<file path="src/rtl/core/rop_pkg.sv">
// Shared types and constants for the relocatable-object bit packer.
`default_nettype none

package rop_pkg;

  // Field widths of the input and output items.
  localparam int unsigned KindW    = 5;
  localparam int unsigned FtypeW   = 2;
  localparam int unsigned ValueW   = 16;
  localparam int unsigned SlenW    = 4;
  localparam int unsigned CharsW   = 56;
  localparam int unsigned ByteW    = 8;
  localparam int unsigned CodeW    = 4;
  localparam int unsigned FreeW    = 4;
  localparam int unsigned InDataW  = 80;

  // Symbol defaults.
  localparam int unsigned MAX_SYMBOL_CHARS_DEF = 7;
  localparam int unsigned SYMBOL_LENGTH_BITS   = 3;

  // Item kinds.
  localparam logic [KindW-1:0] KIND_ABS      = 5'd0;
  localparam logic [KindW-1:0] KIND_REL_LAST = 5'd3;
  localparam logic [KindW-1:0] KIND_SPC_BASE = 5'd4;
  localparam logic [KindW-1:0] KIND_LAST     = 5'd19;

  // Special link item code boundaries.
  localparam logic [CodeW-1:0] CODE_SYM_LAST     = 4'd4;
  localparam logic [CodeW-1:0] CODE_VALSYM_LAST  = 4'd7;
  localparam logic [CodeW-1:0] CODE_VAL_LAST     = 4'd13;
  localparam logic [CodeW-1:0] CODE_END_PROGRAM  = 4'd14;

  // Leading bits of a special link item.
  localparam logic [2:0] SPC_PREFIX = 3'b100;

  // Count of free bit positions in an empty byte.
  localparam logic [FreeW-1:0] FREE_EMPTY = 4'd8;
  localparam logic [FreeW-1:0] FREE_ONE   = 4'd1;

  // Bit offered by the shifter to the byte assembler.
  typedef struct packed {
    logic bit_vld;
    logic bit_val;
    logic item_end;
  } rop_bit_t;

  // Status returned by the byte assembler.
  typedef struct packed {
    logic bit_rdy;
    logic end_rdy;
    logic aligned;
  } rop_sts_t;

endpackage

`default_nettype wire

</file>
<file path="src/rtl/core/rop_item_fmt.sv">
// Formats one item into a left-aligned bit string and a bit count.
`default_nettype none

module rop_item_fmt #(
  parameter int unsigned MaxSymbolChars = rop_pkg::MAX_SYMBOL_CHARS_DEF,
  localparam int unsigned ShiftW = 28 + 8 * MaxSymbolChars,
  localparam int unsigned CntW   = $clog2(ShiftW + 1)
) (
  input  wire logic [rop_pkg::KindW-1:0]  kind_i,
  input  wire logic [rop_pkg::FtypeW-1:0] field_type_i,
  input  wire logic [rop_pkg::ValueW-1:0] value_i,
  input  wire logic [rop_pkg::SlenW-1:0]  symbol_length_i,
  input  wire logic [rop_pkg::CharsW-1:0] symbol_chars_i,
  output logic [ShiftW-1:0]               bits_o,
  output logic [CntW-1:0]                 count_o,
  output logic                            pad_o,
  output logic                            skip_o
);

  localparam int unsigned SymW = 8 * MaxSymbolChars;
  localparam logic [rop_pkg::SlenW-1:0] MaxLen = rop_pkg::SlenW'(MaxSymbolChars);

  logic [SymW-1:0]                 sym;
  logic [rop_pkg::SlenW-1:0]       len_clamp;
  logic [2:0]                      len;
  logic [rop_pkg::CodeW-1:0]       code;
  logic [7:0]                      vlo;
  logic [7:0]                      vhi;
  logic [CntW-1:0]                 sym_bits;

  // Symbol bytes, first character in the top byte so it is sent first.
  always_comb begin
    for (int i = 0; i < MaxSymbolChars; i++) begin
      sym[(MaxSymbolChars-1-i)*8 +: 8] = symbol_chars_i[i*8 +: 8];
    end
  end

  assign len_clamp = (symbol_length_i > MaxLen) ? MaxLen : symbol_length_i;
  assign len       = len_clamp[2:0];
  assign sym_bits  = CntW'({len, 3'b000});
  assign code      = rop_pkg::CodeW'(kind_i - rop_pkg::KIND_SPC_BASE);
  assign vlo       = value_i[7:0];
  assign vhi       = value_i[15:8];
  assign skip_o    = (kind_i > rop_pkg::KIND_LAST);

  // Encoding select by item kind and special code.
  always_comb begin
    bits_o  = '0;
    count_o = '0;
    pad_o   = 1'b0;
    if (kind_i == rop_pkg::KIND_ABS) begin
      bits_o  = {1'b0, vlo, {(ShiftW-9){1'b0}}};
      count_o = CntW'(9);
    end else if (kind_i <= rop_pkg::KIND_REL_LAST) begin
      bits_o  = {1'b1, kind_i[1:0], vlo, vhi, {(ShiftW-19){1'b0}}};
      count_o = CntW'(19);
    end else if (code <= rop_pkg::CODE_SYM_LAST) begin
      bits_o  = {rop_pkg::SPC_PREFIX, code, len, sym, {(ShiftW-10-SymW){1'b0}}};
      count_o = CntW'(10) + sym_bits;
    end else if (code <= rop_pkg::CODE_VALSYM_LAST) begin
      bits_o  = {rop_pkg::SPC_PREFIX, code, field_type_i, vlo, vhi, len, sym};
      count_o = CntW'(28) + sym_bits;
    end else if (code <= rop_pkg::CODE_END_PROGRAM) begin
      bits_o  = {rop_pkg::SPC_PREFIX, code, field_type_i, vlo, vhi,
                 {(ShiftW-25){1'b0}}};
      count_o = CntW'(25);
      pad_o   = (code == rop_pkg::CODE_END_PROGRAM);
    end else begin
      bits_o  = {rop_pkg::SPC_PREFIX, code, {(ShiftW-7){1'b0}}};
      count_o = CntW'(7);
      pad_o   = 1'b1;
    end
  end

endmodule

`default_nettype wire

</file>
<file path="src/rtl/core/rop_bit_shifter.sv">
// Shift register and sequencer that sends an item's bits one per cycle while the byte assembler takes them.
`default_nettype none

module rop_bit_shifter #(
  parameter int unsigned MaxSymbolChars = rop_pkg::MAX_SYMBOL_CHARS_DEF,
  localparam int unsigned ShiftW = 28 + 8 * MaxSymbolChars,
  localparam int unsigned CntW   = $clog2(ShiftW + 1)
) (
  input  wire logic              clk_i,
  input  wire logic              rst_ni,
  input  wire logic              in_vld_i,
  output logic                   in_rdy_o,
  input  wire logic [ShiftW-1:0] bits_i,
  input  wire logic [CntW-1:0]   count_i,
  input  wire logic              pad_i,
  input  wire logic              skip_i,
  output rop_pkg::rop_bit_t      bit_o,
  input  wire rop_pkg::rop_sts_t sts_i
);

  localparam logic [1:0] ST_IDLE  = 2'd0;
  localparam logic [1:0] ST_SHIFT = 2'd1;
  localparam logic [1:0] ST_PAD   = 2'd2;
  localparam logic [1:0] ST_FLUSH = 2'd3;

  logic [1:0]        state_q, state_d;
  logic [ShiftW-1:0] sreg_q, sreg_d;
  logic [CntW-1:0]   cnt_q, cnt_d;
  logic              pad_q, pad_d;
  logic              bit_fire;

  assign in_rdy_o = (state_q == ST_IDLE);
  assign bit_fire = bit_o.bit_vld && sts_i.bit_rdy;

  // Bit offer to the byte assembler.
  always_comb begin
    bit_o          = '0;
    bit_o.item_end = (state_q == ST_FLUSH);
    if (state_q == ST_SHIFT) begin
      bit_o.bit_vld = 1'b1;
      bit_o.bit_val = sreg_q[ShiftW-1];
    end else if (state_q == ST_PAD) begin
      bit_o.bit_vld = !sts_i.aligned;
    end
  end

  // Sequencer: load, shift, optional padding, then flush the last byte.
  always_comb begin
    state_d = state_q;
    sreg_d  = sreg_q;
    cnt_d   = cnt_q;
    pad_d   = pad_q;
    unique case (state_q)
      ST_IDLE: begin
        if (in_vld_i && !skip_i) begin
          sreg_d  = bits_i;
          cnt_d   = count_i;
          pad_d   = pad_i;
          state_d = ST_SHIFT;
        end
      end
      ST_SHIFT: begin
        if (bit_fire) begin
          sreg_d = {sreg_q[ShiftW-2:0], 1'b0};
          cnt_d  = cnt_q - CntW'(1);
          if (cnt_q == CntW'(1)) begin
            state_d = pad_q ? ST_PAD : ST_FLUSH;
          end
        end
      end
      ST_PAD: begin
        if (sts_i.aligned) begin
          state_d = ST_FLUSH;
        end
      end
      ST_FLUSH: begin
        if (sts_i.end_rdy) begin
          state_d = ST_IDLE;
        end
      end
      default: state_d = ST_IDLE;
    endcase
  end

  always_ff @(posedge clk_i or negedge rst_ni) begin
    if (!rst_ni) begin
      state_q <= ST_IDLE;
      cnt_q   <= '0;
      pad_q   <= 1'b0;
    end else begin
      state_q <= state_d;
      cnt_q   <= cnt_d;
      pad_q   <= pad_d;
    end
  end

  always_ff @(posedge clk_i) begin
    sreg_q <= sreg_d;
  end

  // The bit counter never runs dry while shifting.
  assert property (@(posedge clk_i) disable iff (!rst_ni)
    (state_q == ST_SHIFT) |-> (cnt_q != '0))
    else $error("shift state with empty bit counter");

endmodule

`default_nettype wire

</file>
<file path="src/rtl/core/rop_byte_asm.sv">
// Collects bits into bytes, holds the newest byte and drives the output register.
`default_nettype none

module rop_byte_asm (
  input  wire logic                      clk_i,
  input  wire logic                      rst_ni,
  input  wire rop_pkg::rop_bit_t         bit_i,
  output rop_pkg::rop_sts_t              sts_o,
  output logic                           out_vld_o,
  input  wire logic                      out_rdy_i,
  output logic [rop_pkg::ByteW-1:0]      out_byte_o,
  output logic                           out_last_o
);

  logic [6:0]                    pend_q, pend_d;
  logic [rop_pkg::FreeW-1:0]     free_q, free_d;
  logic                          hold_vld_q, hold_vld_d;
  logic [rop_pkg::ByteW-1:0]     hold_q, hold_d;
  logic                          out_vld_q, out_vld_d;
  logic [rop_pkg::ByteW-1:0]     out_byte_q, out_byte_d;
  logic                          out_last_q, out_last_d;
  logic                          out_free;
  logic                          completes;
  logic                          bit_fire;
  logic                          end_fire;
  logic                          out_load;

  assign out_free  = !out_vld_q || out_rdy_i;
  assign completes = (free_q == rop_pkg::FREE_ONE);

  assign sts_o.bit_rdy = !completes || !hold_vld_q || out_free;
  assign sts_o.end_rdy = !hold_vld_q || out_free;
  assign sts_o.aligned = (free_q == rop_pkg::FREE_EMPTY);

  assign bit_fire = bit_i.bit_vld && sts_o.bit_rdy;
  assign end_fire = bit_i.item_end && sts_o.end_rdy;
  assign out_load = hold_vld_q && ((bit_fire && completes) || end_fire);

  // Byte assembly and the one-byte hold that waits to learn if it is last.
  always_comb begin
    pend_d     = pend_q;
    free_d     = free_q;
    hold_vld_d = hold_vld_q;
    hold_d     = hold_q;
    out_byte_d = out_byte_q;
    out_last_d = out_last_q;
    out_vld_d  = out_vld_q && !out_rdy_i;
    if (out_load) begin
      out_vld_d  = 1'b1;
      out_byte_d = hold_q;
      out_last_d = end_fire;
    end
    if (bit_fire) begin
      if (completes) begin
        hold_d     = {pend_q, bit_i.bit_val};
        hold_vld_d = 1'b1;
        pend_d     = '0;
        free_d     = rop_pkg::FREE_EMPTY;
      end else begin
        pend_d = {pend_q[5:0], bit_i.bit_val};
        free_d = free_q - rop_pkg::FreeW'(1);
      end
    end else if (end_fire) begin
      hold_vld_d = 1'b0;
    end
  end

  always_ff @(posedge clk_i or negedge rst_ni) begin
    if (!rst_ni) begin
      pend_q     <= '0;
      free_q     <= rop_pkg::FREE_EMPTY;
      hold_vld_q <= 1'b0;
      out_vld_q  <= 1'b0;
    end else begin
      pend_q     <= pend_d;
      free_q     <= free_d;
      hold_vld_q <= hold_vld_d;
      out_vld_q  <= out_vld_d;
    end
  end

  always_ff @(posedge clk_i) begin
    hold_q     <= hold_d;
    out_byte_q <= out_byte_d;
    out_last_q <= out_last_d;
  end

  assign out_vld_o  = out_vld_q;
  assign out_byte_o = out_byte_q;
  assign out_last_o = out_last_q;

  // The free count always stays within one byte.
  assert property (@(posedge clk_i) disable iff (!rst_ni)
    (free_q >= rop_pkg::FREE_ONE) && (free_q <= rop_pkg::FREE_EMPTY))
    else $error("free bit count out of range");

  // A held byte that ends an item leaves as the last byte.
  assert property (@(posedge clk_i) disable iff (!rst_ni)
    (end_fire && hold_vld_q) |=> (out_vld_q && out_last_q && !hold_vld_q))
    else $error("item end did not flush the held byte as last");

  // A byte completed over a full hold pushes the older one out, not last.
  assert property (@(posedge clk_i) disable iff (!rst_ni)
    (bit_fire && completes && hold_vld_q) |=> (out_vld_q && !out_last_q && hold_vld_q))
    else $error("completed byte lost the older held byte");

endmodule

`default_nettype wire

</file>
<file path="src/rtl/core/rel_object_item_bit_packer.sv">
// Top level of the relocatable-object item bit packer.
//
//  Port group  Dir  Payload
//  s_axis      in   tuser: kind[4:0]; tdata: field_type, value, symbol_length,
//                   symbol_chars (80 bits)
//  m_axis      out  tdata: out_byte[7:0]; tlast: last
//
// An accepted item's encoded bits (7 to 84 bits) leave the shift register one
// per cycle while the byte assembler takes them; then its final byte is
// released, and only after that is the next item taken. End items first add
// zero pad bits (up to 7) until the byte is aligned.
// Reset empties the pending byte (8 free positions) and the output register.
// A full output register stalls the shifter when a completed byte must push out
// the held one, and at the end of an item while a byte is held.
// Items with kinds above 19 are accepted and produce nothing.
`default_nettype none

module rel_object_item_bit_packer #(
  parameter int unsigned MaxSymbolChars = rop_pkg::MAX_SYMBOL_CHARS_DEF
) (
  input  wire logic                          clk_i,
  input  wire logic                          rst_ni,
  input  wire logic                          s_axis_tvalid,
  output logic                               s_axis_tready,
  // [1:0] field_type, [17:2] value, [21:18] symbol_length,
  // [77:22] symbol_chars, [79:78] zero
  input  wire logic [rop_pkg::InDataW-1:0]   s_axis_tdata,
  // [4:0] kind
  input  wire logic [rop_pkg::KindW-1:0]     s_axis_tuser,
  output logic                               m_axis_tvalid,
  input  wire logic                          m_axis_tready,
  // [7:0] out_byte
  output logic [rop_pkg::ByteW-1:0]          m_axis_tdata,
  output logic                               m_axis_tlast
);

  localparam int unsigned ShiftW = 28 + 8 * MaxSymbolChars;
  localparam int unsigned CntW   = $clog2(ShiftW + 1);

  logic [ShiftW-1:0]   fmt_bits;
  logic [CntW-1:0]     fmt_count;
  logic                fmt_pad;
  logic                fmt_skip;
  rop_pkg::rop_bit_t   bit_link;
  rop_pkg::rop_sts_t   sts_link;

  // Item encoding.
  rop_item_fmt #(
    .MaxSymbolChars (MaxSymbolChars)
  ) u_fmt (
    .kind_i          (s_axis_tuser),
    .field_type_i    (s_axis_tdata[1:0]),
    .value_i         (s_axis_tdata[17:2]),
    .symbol_length_i (s_axis_tdata[21:18]),
    .symbol_chars_i  (s_axis_tdata[77:22]),
    .bits_o          (fmt_bits),
    .count_o         (fmt_count),
    .pad_o           (fmt_pad),
    .skip_o          (fmt_skip)
  );

  // Bit-serial sequencer.
  rop_bit_shifter #(
    .MaxSymbolChars (MaxSymbolChars)
  ) u_shift (
    .clk_i    (clk_i),
    .rst_ni   (rst_ni),
    .in_vld_i (s_axis_tvalid),
    .in_rdy_o (s_axis_tready),
    .bits_i   (fmt_bits),
    .count_i  (fmt_count),
    .pad_i    (fmt_pad),
    .skip_i   (fmt_skip),
    .bit_o    (bit_link),
    .sts_i    (sts_link)
  );

  // Byte assembly and output register.
  rop_byte_asm u_asm (
    .clk_i      (clk_i),
    .rst_ni     (rst_ni),
    .bit_i      (bit_link),
    .sts_o      (sts_link),
    .out_vld_o  (m_axis_tvalid),
    .out_rdy_i  (m_axis_tready),
    .out_byte_o (m_axis_tdata),
    .out_last_o (m_axis_tlast)
  );

endmodule

`default_nettype wire
</file>
<file path="config.mk">
export PLATFORM = sky130hd
export DESIGN_NAME = rel_object_item_bit_packer
export DESIGN_NICKNAME = d
export VERILOG_FILES = /design/src/rtl/core/rop_pkg.sv /design/src/rtl/core/rop_item_fmt.sv /design/src/rtl/core/rop_bit_shifter.sv /design/src/rtl/core/rop_byte_asm.sv /design/src/rtl/core/rel_object_item_bit_packer.sv
export SDC_FILE = /design/constraint.sdc
export NUM_CORES = 1
export LEC_CHECK = 0
export ABC_AREA = 1
export BUFFER_PORTS_ARGS = -buffer_cell sky130_fd_sc_hd__buf_2
export CORE_UTILIZATION = 45
export DETAILED_ROUTE_END_ITERATION = 10
export PLACE_DENSITY = 0.65
export SKIP_CTS_REPAIR_TIMING = 1
export SLEW_MARGIN = 20
export SYNTH_ARGS = -nofsm -noshare
export SYNTH_HDL_FRONTEND = slang
export SYNTH_SLANG_ARGS = --single-unit
</file>
<file path="constraint.sdc">
create_clock -name clk_i -period 3.9 [get_ports clk_i]
set_clock_uncertainty 0.05 [all_clocks]
set_input_delay 0.78 -clock clk_i [delete_from_list [all_inputs] [get_ports clk_i]]
set_output_delay 0.78 -clock clk_i [all_outputs]
set_load 0.05 [all_outputs]
</file>
Word level (Yosys, flattened, before mapping)
Index checks and enable logic that the tools add are counted.

storage, ports and cells
  flip-flop bits (word level) = 124
  input bits = 89
  output and inout bits = 11

cells by class
  $add $sub $neg = 5
  reductions and logical operators = 26
  equal/unequal tests = 13
  multiplexer cells = 38
  $lt $le $gt $ge = 6

operators by type and width
  operator                                                                           number
  84-bit 2-to-1 mux                                                                  3
  77-bit 2-to-1 mux                                                                  3
  84-bit case mux with 2 select lines                                                1
  83-bit 2-to-1 mux                                                                  1
  7-bit 2-to-1 mux                                                                   7
  7-bit case mux with 2 select lines                                                 1
  1-bit 2-to-1 mux                                                                   13
  2-bit 2-to-1 mux                                                                   5
  4-bit equality test (second input constant)                                        2
  4-bit by 3-bit less-or-equal comparator with 1-bit output (second input constant)  2
  2-bit by 1-bit != test with 1-bit output (second input constant)                   4
  2-bit case mux with 4 select lines                                                 1
  4-bit by 6-bit adder with 7-bit output (first input constant)                      1
  5-bit by 6-bit adder with 7-bit output (first input constant)                      1
  7-bit by 1-bit equality test with 1-bit output (second input constant)             1
  7-bit by 1-bit subtractor with 7-bit output (second input constant)                1
  1-bit logical AND                                                                  6
  1-bit logical NOT                                                                  6
  2-bit AND reduction                                                                3
  5-bit greater-than comparator (second input constant)                              1
  5-bit by 2-bit less-or-equal comparator with 1-bit output (second input constant)  1
  5-bit logical NOT                                                                  1
  1-bit logical OR                                                                   5
  5-bit 2-to-1 mux                                                                   1
  other kinds (14)                                                                   17

Logic depth before layout (Yosys ltp)
Gate-level depths: netlist (run 1).

  depth after elaboration = 9
  depth in mapped cells = 13
  gate-level depth less buffers = 12

By module
Synthesis (run 1) repeated with hierarchy kept, for this count alone.

second synthesis, totals
  cell total of the unflattened synthesis = 928
  area total of the unflattened synthesis = 7,236.9 µm²

by module, submodules not included
  module           sequential area each (µm²)  area an instance (µm²)  instances  cells an instance
  rop_bit_shifter  2,772.7                     4,327.9                 1          473
  rop_item_fmt     0.0                         1,706.6                 1          353
  rop_byte_asm     837.1                       1,202.4                 1          102

Least setup slack after synthesis (run 1)
Ideal clock, no wire load.

  path kind = input port to flip-flop
  from = input s_axis_tuser[3] (netlist name)
  to = register u_shift.sreg_q[0], enable pin
  data arrival time = 3.230 ns
  buffers on the path = 0
  data required time = 3.409 ns
  stages = 8
  setup slack = 0.179 ns
  cell sequence = inv_1 -> ha_1 -> nand3_1 -> nand3_1 -> nand2_1 -> nand2_1 -> nand3_1 -> inv_1

on the way
  cells in the longest elaborated chain, start to end = 5

ends and longest elaborated chain
  element                                                    RTL line                          text
  start, declared                                            rel_object_item_bit_packer.sv:29  input wire logic [rop_pkg::KindW-1:0] s_axis_tuser,
  5-bit greater-than comparator                              rop_item_fmt.sv:44                assign skip_o = (kind_i > rop_pkg::KIND_LAST);
  1-bit logical NOT                                          rop_bit_shifter.sv:55             if (in_vld_i && !skip_i) begin
  1-bit logical AND                                          rop_bit_shifter.sv:55
  2-bit by 1-bit != test with 1-bit output (no source line)  n/a
  3-bit AND reduction (no source line)                       n/a
  end signal, assigned                                       rop_bit_shifter.sv:98             sreg_q <= sreg_d;
  end, declared                                              rop_bit_shifter.sv:27             logic [ShiftW-1:0] sreg_q, sreg_d;

No other way between the ends.
A chain may end at the register's enable or synchronous reset.

Worst setup path after layout (run 1)
  from = register u_shift.state_q[1]
  to = register u_shift.sreg_q[29], enable pin

on the way
  cells in the longest elaborated chain, start to end = 6
  elaborated cells between the ends (all ways) = 10

ends and longest elaborated chain
  element                                                    RTL line               text
  start, declared                                            rop_bit_shifter.sv:26  logic [1:0] state_q, state_d;
  start signal, assigned                                     rop_bit_shifter.sv:91  state_q <= state_d;
  2-bit equality test                                        rop_bit_shifter.sv:42  end else if (state_q == ST_PAD) begin
  1-bit 2-to-1 mux                                           rop_bit_shifter.sv:42
  1-bit 2-to-1 mux                                           rop_bit_shifter.sv:39  if (state_q == ST_SHIFT) begin
  1-bit logical AND                                          rop_bit_shifter.sv:33  assign bit_fire = bit_o.bit_vld && sts_i.bit_rdy;
  2-bit by 1-bit != test with 1-bit output (no source line)  n/a
  3-bit AND reduction (no source line) *                     n/a

Mark *: on every way between the ends. The rest lies on a longest branch, timed or not.

==> reports/metrics.yaml, run 1 <==
tightest_slew_ps: 924
wl_um: 15700
wl_per_cell_um: 15.5
fin_crit_ps: 2910
fp.dieW_um: 123
gp_congestion: 0.858
slowest_stage: "buf_4"
critPathKind: "reg -> reg"
p_per_area_nw_per_um2: 795
via_count: 5406
finalSetupViolCount: 0
synth_area_um2: 6600
finalMaxSlewViolations: 0
viasPerCell: 5.35
worstRegToRegCells: 8
hold_viol_final: 0
clock.fmax_ghz: 0.344
synthCells: 728
grt_pass1_vias: 5070
synth_warnings: 0
whs_ps: 293
rows: 43
yosys.area_share.simple: 0.212
run_status: "completed"
max-vdd-ir-drop_mv: 0.456
hp-class: "in -> async"
worst-path-max-fanout: 90
synthTopCellsByCount: "238 x nand2_1, 101 x edfxtp_1, 59 x inv_1"
synth_adder_area_share: 0.0247
cts_max_level: 4
io_pins: 100
rr_endpoint: "u_shift.sreg_q[29]$_DFFE_PP_"
synth_top_area_frac: 0.460
drive_gt1_frac: 0.212
arrival_ps: 2940
port_buffers: 97
slew_headroom: 0.384
antenna_left: 0
synth-xor-area-share: 0.00133
gr-usage-all-layers: 0.218
cp_top_family: "buffers and inverters"
slowest_delay_ps: 700
diodes: 0
grt_pass1_wl_um: 25100
clkTransAtPathRegs_ps: 60
tns_ps: 0
worst_setup_path_end_kind: "flip-flop"
drc: 0
netlist_top_cells_area: "edfxtp_1 46%, nand2_1 14%, dfrtp_1 8.3%, a22oi_2 3.8%, nand3_1 3.6%"
ys_seq_area_frac: 0.547
synth_top_family_by_area: "simple AND/OR/NAND/NOR gates"
rsz0062_at_grt: "no"
place_hpwl_um: 10400
cts.path.max_buffers: 2
cp_cell_sequence: "inv_1 -> ha_2 -> buf_4 -> nor2_1 -> inv_1 -> nand3_1 -> clkinv_2 -> buf_12"
synth_cell_types: 37
cts-buffers-inserted: 17
first_pass_iters: 6
overflow: 0
cts.sink_count: 124
ys_ff_latch: 124
insertion_delay_ps: 420
cts_root_buf: "clkbuf_16"
yosysTopAreaCell: "edfxtp_1"
synth_nets: 830
async_flop_share: 0.185
die_height_um: 123
drtIter0Drc: 395
syn_area_per_cell_um2: 9.06
yosys-mux-area-fraction: 0
drv_cap: 0
yosys.cell_count.top_type: "nand2_1"
reg2reg_slack_ps: 990
start_util: 0.468
grt_start_max_net_pins: 91
tritoncts: "yes"
nNetsFinal: 920
required_ps: 3930
timing.rr.start: "u_shift.state_q[1]$_DFFE_PN0P_"
cp.buffers_inverters: 5
synth_enable_flop_cells: 101
critPathLaunchType: "flip-flop"
p_leak_nw: 3.39
antenna_found_initial: 1
cp_common_cell: "inv_1"
synthToLayoutAreaGrowth_pct: 18.6
synthFlopType: "edfxtp_1"
core-area_um2: 14100
die_area_um2: 15100
synth_compound_area_frac: 0.152
period_share: 0.746
placed cells by master (no fill, tap or decap), drive strengths merged, types with 5 or more instances in the layout:
master	instances
nor2	38
clkbuf	18
nand3	49
clkinvlp	5
nor3	5
dfrtp	22
inv	64
nand2	242
o22ai	5
ha	13
a22oi	37
a21boi	6
buf	106
a21oi	10
o21ai	89
clkinv	5
edfxtp	101
routing by layer:
metal,global-route usage,up-vias,share of wire
met5,0,-,0.00064
met4,0.102,2,0.027
met3,0.0447,38,0.044
met2,0.350,149,0.49
met1,0.284,2559,0.44
li1,-,2658,-
worst max path at each step:
stage                              startpoint                         endpoint  slack [ps]  cells past startpoint
6_report       u_shift.state_q[1]$_DFFE_PN0P_     u_shift.sreg_q[29]$_DFFE_PP_         990                      8
5_1_grt        u_shift.state_q[1]$_DFFE_PN0P_     u_shift.sreg_q[29]$_DFFE_PP_         760                      8
4_1_cts        u_shift.state_q[1]$_DFFE_PN0P_     u_shift.sreg_q[10]$_DFFE_PP_         980                      8
3_5_place_dp                  s_axis_tuser[2]     u_shift.sreg_q[61]$_DFFE_PP_         770                     11
3_3_place_gp                  s_axis_tuser[2]     u_shift.sreg_q[61]$_DFFE_PP_         810                     11
2_1_floorplan                 s_axis_tuser[3]  u_shift.sreg_q[0]$_SDFFCE_PP0P_         180                      8
report_power, final:
group	internal (mW)	switching, mW
combinational	0.592	1.46
clock	1.00	0.601
sequential	2.35	0.216
total	3.94	2.28
per-stage QoR:
step,utilization,cell area [µm²],setup slack (ps),cells,total power [mW]
floorplan,-,6600,179,728,4.05
global placement,0.513,7230,813,979,4.54
detailed placement,0.513,7230,775,979,4.63
CTS,0.555,7830,979,1011,6.25
global route,0.555,7830,760,1011,6.62
finish,0.555,7830,989,1011,6.22
cells by family after synthesis:
kind of cell               Yosys count
AOI/OAI and AO/OA                  152
adders and majority gates           13
and+or+nand+nor                    340
DFF                                124
buffers and inverters               98
xor gates and xnor gates             1
registers in the layout, indices dropped and copies added (netlist names), 2 cells and up:
| name | count |
|---|---|
| u_asm.pend_q | 7 |
| u_shift.sreg_q | 84 |
| u_asm.hold_q | 8 |
| u_shift.state_q | 2 |
| u_asm.out_byte_o | 8 |
| u_shift.cnt_q | 7 |
| u_asm.free_q | 4 |
worst reg2reg max path: stages, from the launching register on:
cell,delay [ps]
dfrtp_1,430
inv_1,110
ha_2,190
buf_4,700
nor2_1,110
inv_1,80
nand3_1,340
clkinv_2,190
buf_12,350
cell type report:
cell class | count | area [µm²]
Timing Repair Buffer | 106 | 578
Clock buffer | 18 | 429
Sequential cell | 124 | 3610
Clock inverter | 14 | 168
Multi-Input combinational cell | 506 | 2580
Tap cell | 180 | 225
Inverter | 63 | 238
Fill cell | 1280 | 6270
(Power assumes the default switching activity.)
==> inputs of run 2 (changes only) <==
--- a/config.mk
+++ b/config.mk
@@ -5,11 +5,11 @@
 export SDC_FILE = /design/constraint.sdc
 export NUM_CORES = 1
 export LEC_CHECK = 0
-export ABC_AREA = 1
+export ABC_AREA = 0
 export BUFFER_PORTS_ARGS = -buffer_cell sky130_fd_sc_hd__buf_2
 export CORE_UTILIZATION = 45
 export DETAILED_ROUTE_END_ITERATION = 10
-export PLACE_DENSITY = 0.65
+export PLACE_DENSITY = 0.66
 export SKIP_CTS_REPAIR_TIMING = 1
 export SLEW_MARGIN = 20
 export SYNTH_ARGS = -nofsm -noshare
==> constraint.sdc (replaced) <==
create_clock -name clk_i -period 2.9 [get_ports clk_i]
set_clock_uncertainty 0.05 [all_clocks]
set_input_delay 0.58 -clock clk_i [delete_from_list [all_inputs] [get_ports clk_i]]
set_output_delay 0.58 -clock clk_i [all_outputs]
set_load 0.05 [all_outputs]
==> reports/metrics.yaml, run 2 <==
synth_cell_types: 58
dpl_cell_area_um2: 7090
tightest_slew_ps: 710
required_ps: 2930
reg2reg_slack_ps: 290
p_per_area_nw_per_um2: 1100
fillers: 1169
antenna_found_initial: 2
first_pass_iters: 7
run_status: "completed"
critPathKind: "reg -> reg"
rr_endpoint: "u_asm.out_byte_o[1]$_DFFE_PP_"
grt_pass1_vias: 4973
top_layer_used: "met4"
grt_pass1_wl_um: 25600
period_share: 0.902
max-vdd-ir-drop_mv: 0.502
cp.buffers_inverters: 1
mostFrequentLayoutCell: "edfxtp_1"
met2_length_um: 7280
ys_seq_area_frac: 0.571
pre_cts_slack_ps: 226
gp_congestion: 0.828
die_height_um: 121
cts-buffers-inserted: 17
wl_um: 16000
io_pins: 100
synthTopCellsByCount: "101 x edfxtp_1, 85 x o21ai_0, 70 x nand2_1"
wl_met3_um: 1230
via_count: 5163
die_area_um2: 14500
synth_top_area_frac: 0.480
slowest_stage: "nor2_1"
synthFlopType: "edfxtp_1"
critPathLaunchType: "flip-flop"
arrival_ps: 2640
cp_top_family: "simple AND/OR/NAND/NOR gates"
core-area_um2: 13500
grt_start_max_net_pins: 56
synth_enable_flop_cells: 101
fin_crit_ps: 2610
ys_ff_latch: 124
gr-usage-all-layers: 0.231
m1WireLength_um: 7160
worst_setup_path_end_kind: "flip-flop"
final_area_um2: 7700
drive_gt1_frac: 0.247
hold_viol_final: 0
top_register: "u_shift.sreg_q"
rows: 42
async_flop_share: 0.185
largest_reg_flops: 84
clock.fmax_ghz: 0.382
cp_cell_sequence: "inv_1 -> ha_1 -> or3b_2 -> nor2_1 -> o21a_1"
insertion_delay_ps: 420
yosys.cell_count.top_type: "edfxtp_1"
netlist_top_cells_area: "edfxtp_1 48%, dfrtp_1 8.7%, o21ai_0 6.7%, nand2_1 4.2%, a21oi_1 3.8%"
worstRegToRegCells: 5
cts.sink_count: 124
cts.path.max_buffers: 2
cts_root_buf: "clkbuf_16"
p_leak_nw: 3.11
timing.rr.start: "u_asm.free_q[1]$_DFFE_PN0P_"
antenna_left: 0
port_buffers: 97
synthToLayoutAreaGrowth_pct: 21.7
nNetsFinal: 788
hp-class: "in -> async"
yosysTopAreaCell: "edfxtp_1"
slowest_delay_ps: 580
synth_area_um2: 6320
multi_input_comb_area_um2: 2510
cts_max_level: 4
tritoncts: "yes"
final_cell_mix: "101 x edfxtp_1, 97 x buf_2, 84 x o21ai_0, 70 x nand2_1, 48 x a21oi_1"
finalMaxSlewViolations: 0
drtIter0Drc: 552
synthCells: 588
drc: 0
place_hpwl_um: 10800
wl_per_cell_um: 18.2
slew_headroom: 0.527
viasPerCell: 5.89
rsz0062_at_grt: "no"
fp.dieW_um: 121
finalSetupViolCount: 0
start_util: 0.470
syn_area_per_cell_um2: 10.8
whs_ps: 82.1
overflow: 0
clkTransAtPathRegs_ps: 60
synth_warnings: 0
synth_nets: 690
drv_cap: 0
worst-path-max-fanout: 9
regArea_um2: 3610
layout_setup_ws_ps: 285
==> run 2: layout make-up <==
cell class | instances | share of cell area
clock buffers | 20 | 0.0606
clock inverters | 12 | 0.0175
well taps | 176 | 0.0286
repair buffers | 119 | 0.0861
inverters | 24 | 0.0122
diodes | 2 | 0.000650
flip-flops and latches | 124 | 0.469
multi-input cells | 400 | 0.325
==> run 2: metal layers <==
layer	GRT usage	up-vias
met1	0.326	2495
met5	0	-
li1	-	2425
met4	0.0725	0
met3	0.0670	21
met2	0.345	222
==> run 2: report_power, final <==
| group | internal, mW | switching (mW) | leakage [nW] |
|---|---|---|---|
| Clock | 1.34 | 0.811 | 0.285 |
| Combinational | 0.933 | 1.86 | 1.55 |
| Sequential | 3.20 | 0.335 | 1.27 |
==> run 2: cell families (layout without fill, tap and decap cells) <==
kind of cell,count (synthesis),in the layout,synth area share
AOI/OAI and AO/OA,216,216,0.218
and+or+nand+nor,163,163,0.132
DFF,124,124,0.571
buffers and inverters,64,175,0.0419
adders and majority gates,13,13,0.0257
muxes,5,5,0.00831
xor gates and xnor gates,3,3,0.00416
other,0,2,0
==> run 2: worst max-delay path by stage <==
stage                                           start                               to  slack (ps)  cells past startpoint
after floorplan                       s_axis_tuser[1]  u_shift.sreg_q[0]$_SDFFCE_PP0P_          -1                      5
after global placement                s_axis_tuser[2]     u_shift.sreg_q[16]$_DFFE_PP_         250                      8
after detailed placement              s_axis_tuser[2]     u_shift.sreg_q[57]$_DFFE_PP_         230                      8
after CTS                 u_asm.free_q[1]$_DFFE_PN0P_    u_asm.out_byte_o[0]$_DFFE_PP_         260                      5
after global routing      u_asm.free_q[1]$_DFFE_PN0P_    u_asm.out_byte_o[5]$_DFFE_PP_          60                      5
final                     u_asm.free_q[1]$_DFFE_PN0P_    u_asm.out_byte_o[1]$_DFFE_PP_         290                      5
==> run 2: stage by stage <==
stage	power [mW]	setup TNS [ps]	utilization	instances
global route	8.96	0	0.572	877
global placement	6.21	0	0.527	843
finish	8.47	0	0.572	877
CTS	8.50	0	0.572	875
floorplan	5.48	-120	-	588
detailed placement	6.32	0	0.527	843
==> run 2: worst register-to-register path, cell delays in order (launching register included) <==
cell	delay [ps]
dfrtp_1	390
inv_1	100
ha_1	180
or3b_2	520
nor2_1	580
o21a_1	440
==> inputs of run 3 (changes only) <==
--- a/config.mk
+++ b/config.mk
@@ -5,11 +5,11 @@
 export SDC_FILE = /design/constraint.sdc
 export NUM_CORES = 1
 export LEC_CHECK = 0
-export ABC_AREA = 0
+export ABC_AREA = 1
 export BUFFER_PORTS_ARGS = -buffer_cell sky130_fd_sc_hd__buf_2
 export CORE_UTILIZATION = 45
 export DETAILED_ROUTE_END_ITERATION = 10
-export PLACE_DENSITY = 0.66
+export PLACE_DENSITY = 0.65
 export SKIP_CTS_REPAIR_TIMING = 1
 export SLEW_MARGIN = 20
 export SYNTH_ARGS = -nofsm -noshare
==> reports/metrics.yaml, run 3 (synthesis results as in run 1) <==
dp_cells: 987
slew_headroom: 0.400
first_pass_iters: 5
core-area_um2: 14100
antenna_found_initial: 1
grt_start_max_net_pins: 88
start_util: 0.468
drc: 0
fin_crit_ps: 2230
nNetsFinal: 929
fillers: 1246
place_hpwl_um: 10600
largest_reg_flops: 84
worst-path-max-fanout: 63
grt_pass1_vias: 5284
whs_ps: 93.1
drtIter0Drc: 412
die_height_um: 123
finalMaxSlewViolations: 0
arrival_ps: 2430
insertion_delay_ps: 420
finalSetupViolCount: 0
io_pins: 100
port_buffers: 97
synthToLayoutAreaGrowth_pct: 22.0
drv_cap: 0
cts-buffers-inserted: 17
viasPerCell: 5.34
cts_max_level: 4
mostFrequentLayoutCell: "nand2_1"
required_ps: 3090
tns_ps: 0
fin_cells: 1020
cts_root_buf: "clkbuf_16"
wl_per_cell_um: 15.7
antenna_left: 0
hold_viol_final: 0
rsz0062_at_grt: "no"
critPathKind: "in -> reg"
tritoncts: "yes"
cts.sink_count: 124
tightest_slew_ps: 899
overflow: 0
gr-usage-all-layers: 0.226
diodes: 0
final_util: 0.571
drive_gt1_frac: 0.230
die_area_um2: 15100
wl_um: 16000
fp.dieW_um: 123
p_leak_nw: 3.50
clock.fmax_ghz: 0.448
period_share: 0.770
regArea_um2: 3610
clkTransAtPathRegs_ps: 60
critPathLaunchType: "input pin"
reg2reg_slack_ps: 680
top_register: "u_shift.sreg_q"
final_cell_mix: "237 x nand2_1, 101 x edfxtp_1, 97 x buf_2, 56 x inv_1, 46 x o21ai_1"
gp_congestion: 0.896
cts.path.max_buffers: 2
grt_pass1_wl_um: 25800
run_status: "completed"
via_count: 5445
max-vdd-ir-drop_mv: 0.813
rows: 43
p_per_area_nw_per_um2: 1090
hp-class: "in -> async"
multi_input_comb_area_um2: 2620
worst_setup_path_end_kind: "flip-flop"
## run 3: changes by cell type in the layout (fill, tap and decap cells not counted), moves of 8 or more
cell,before,now
and3_1,34,0
o21ai_1,0,46
nand3_1,3,45
o21ai_0,84,43
a221oi_1,10,0
inv_1,21,56
a22oi_2,0,20
nand2_1,70,237
a21oi_1,48,8
a22oi_1,9,17
nor2_1,18,34
a22o_1,25,0
## run 3: per-stage QoR
stage / worst slack (ps) / instance area (µm²) / total power [mW]
after floorplan: 8.20 / 6640 / 5.45
after global placement: 36.8 / 7330 / 6.19
after detailed placement: -34.6 / 7330 / 6.30
after CTS: 409 / 8020 / 8.83
after global routing: 457 / 8050 / 9.36
final: 667 / 8050 / 8.79
## run 3: worst paths after layout
| check | startpoint | endpoint | cells after the start |
|---|---|---|---|
| max | s_axis_tuser[2] | u_shift.sreg_q[76]$_DFFE_PP_ | 12 |
| min | rst_ni | u_shift.state_q[0]$_DFFE_PN0P_ | 1 |
| max reg2reg | u_shift.state_q[1]$_DFFE_PN0P_ | u_shift.sreg_q[79]$_DFFE_PP_ | 6 |
| min reg2reg | u_asm.hold_q[2]$_DFFE_PP_ | u_asm.out_byte_o[2]$_DFFE_PP_ | 0 |
| max in group asynchronous | rst_ni | u_asm.free_q[3]$_DFFE_PN1P_ | 1 |
| min in group clk_i | m_axis_tready | u_asm.out_vld_o$_DFF_PN0_ | 2 |
## run 3: layout make-up
| class | instances | share of cell area |
|---|---|---|
| Sequential cell | 124 | 0.449 |
| Inverter | 63 | 0.0299 |
| Timing Repair Buffer | 115 | 0.0827 |
| Tap cell | 180 | 0.0280 |
| Clock inverter | 13 | 0.0305 |
| Multi-Input combinational cell | 506 | 0.325 |
| Clock buffer | 19 | 0.0550 |
## run 3: worst max-delay path: stages
cell and delay (ps):
buf_2 120, inv_2 50, ha_4 270, inv_2 50, nor2_4 90, nand2_2 80
nand2_4 70, buf_4 590, nand2_1 140, nand3_1 140, nand2_1 50, a21oi_1 190
## run 3: power breakdown
group / switching, mW / total [mW] / internal [mW]
registers: 0.298 / 3.46 / 3.16
logic: 1.98 / 2.85 / 0.862
clock network: 0.774 / 2.49 / 1.71
total: 3.06 / 8.79 / 5.74
## run 3: metal layers
metal,up-vias,share of wire,global-route usage
met2,167,0.51,0.377
met1,2581,0.43,0.283
met3,24,0.049,0.0544
met4,2,0.016,0.0866
met5,-,0.00063,0
li1,2671,-,-
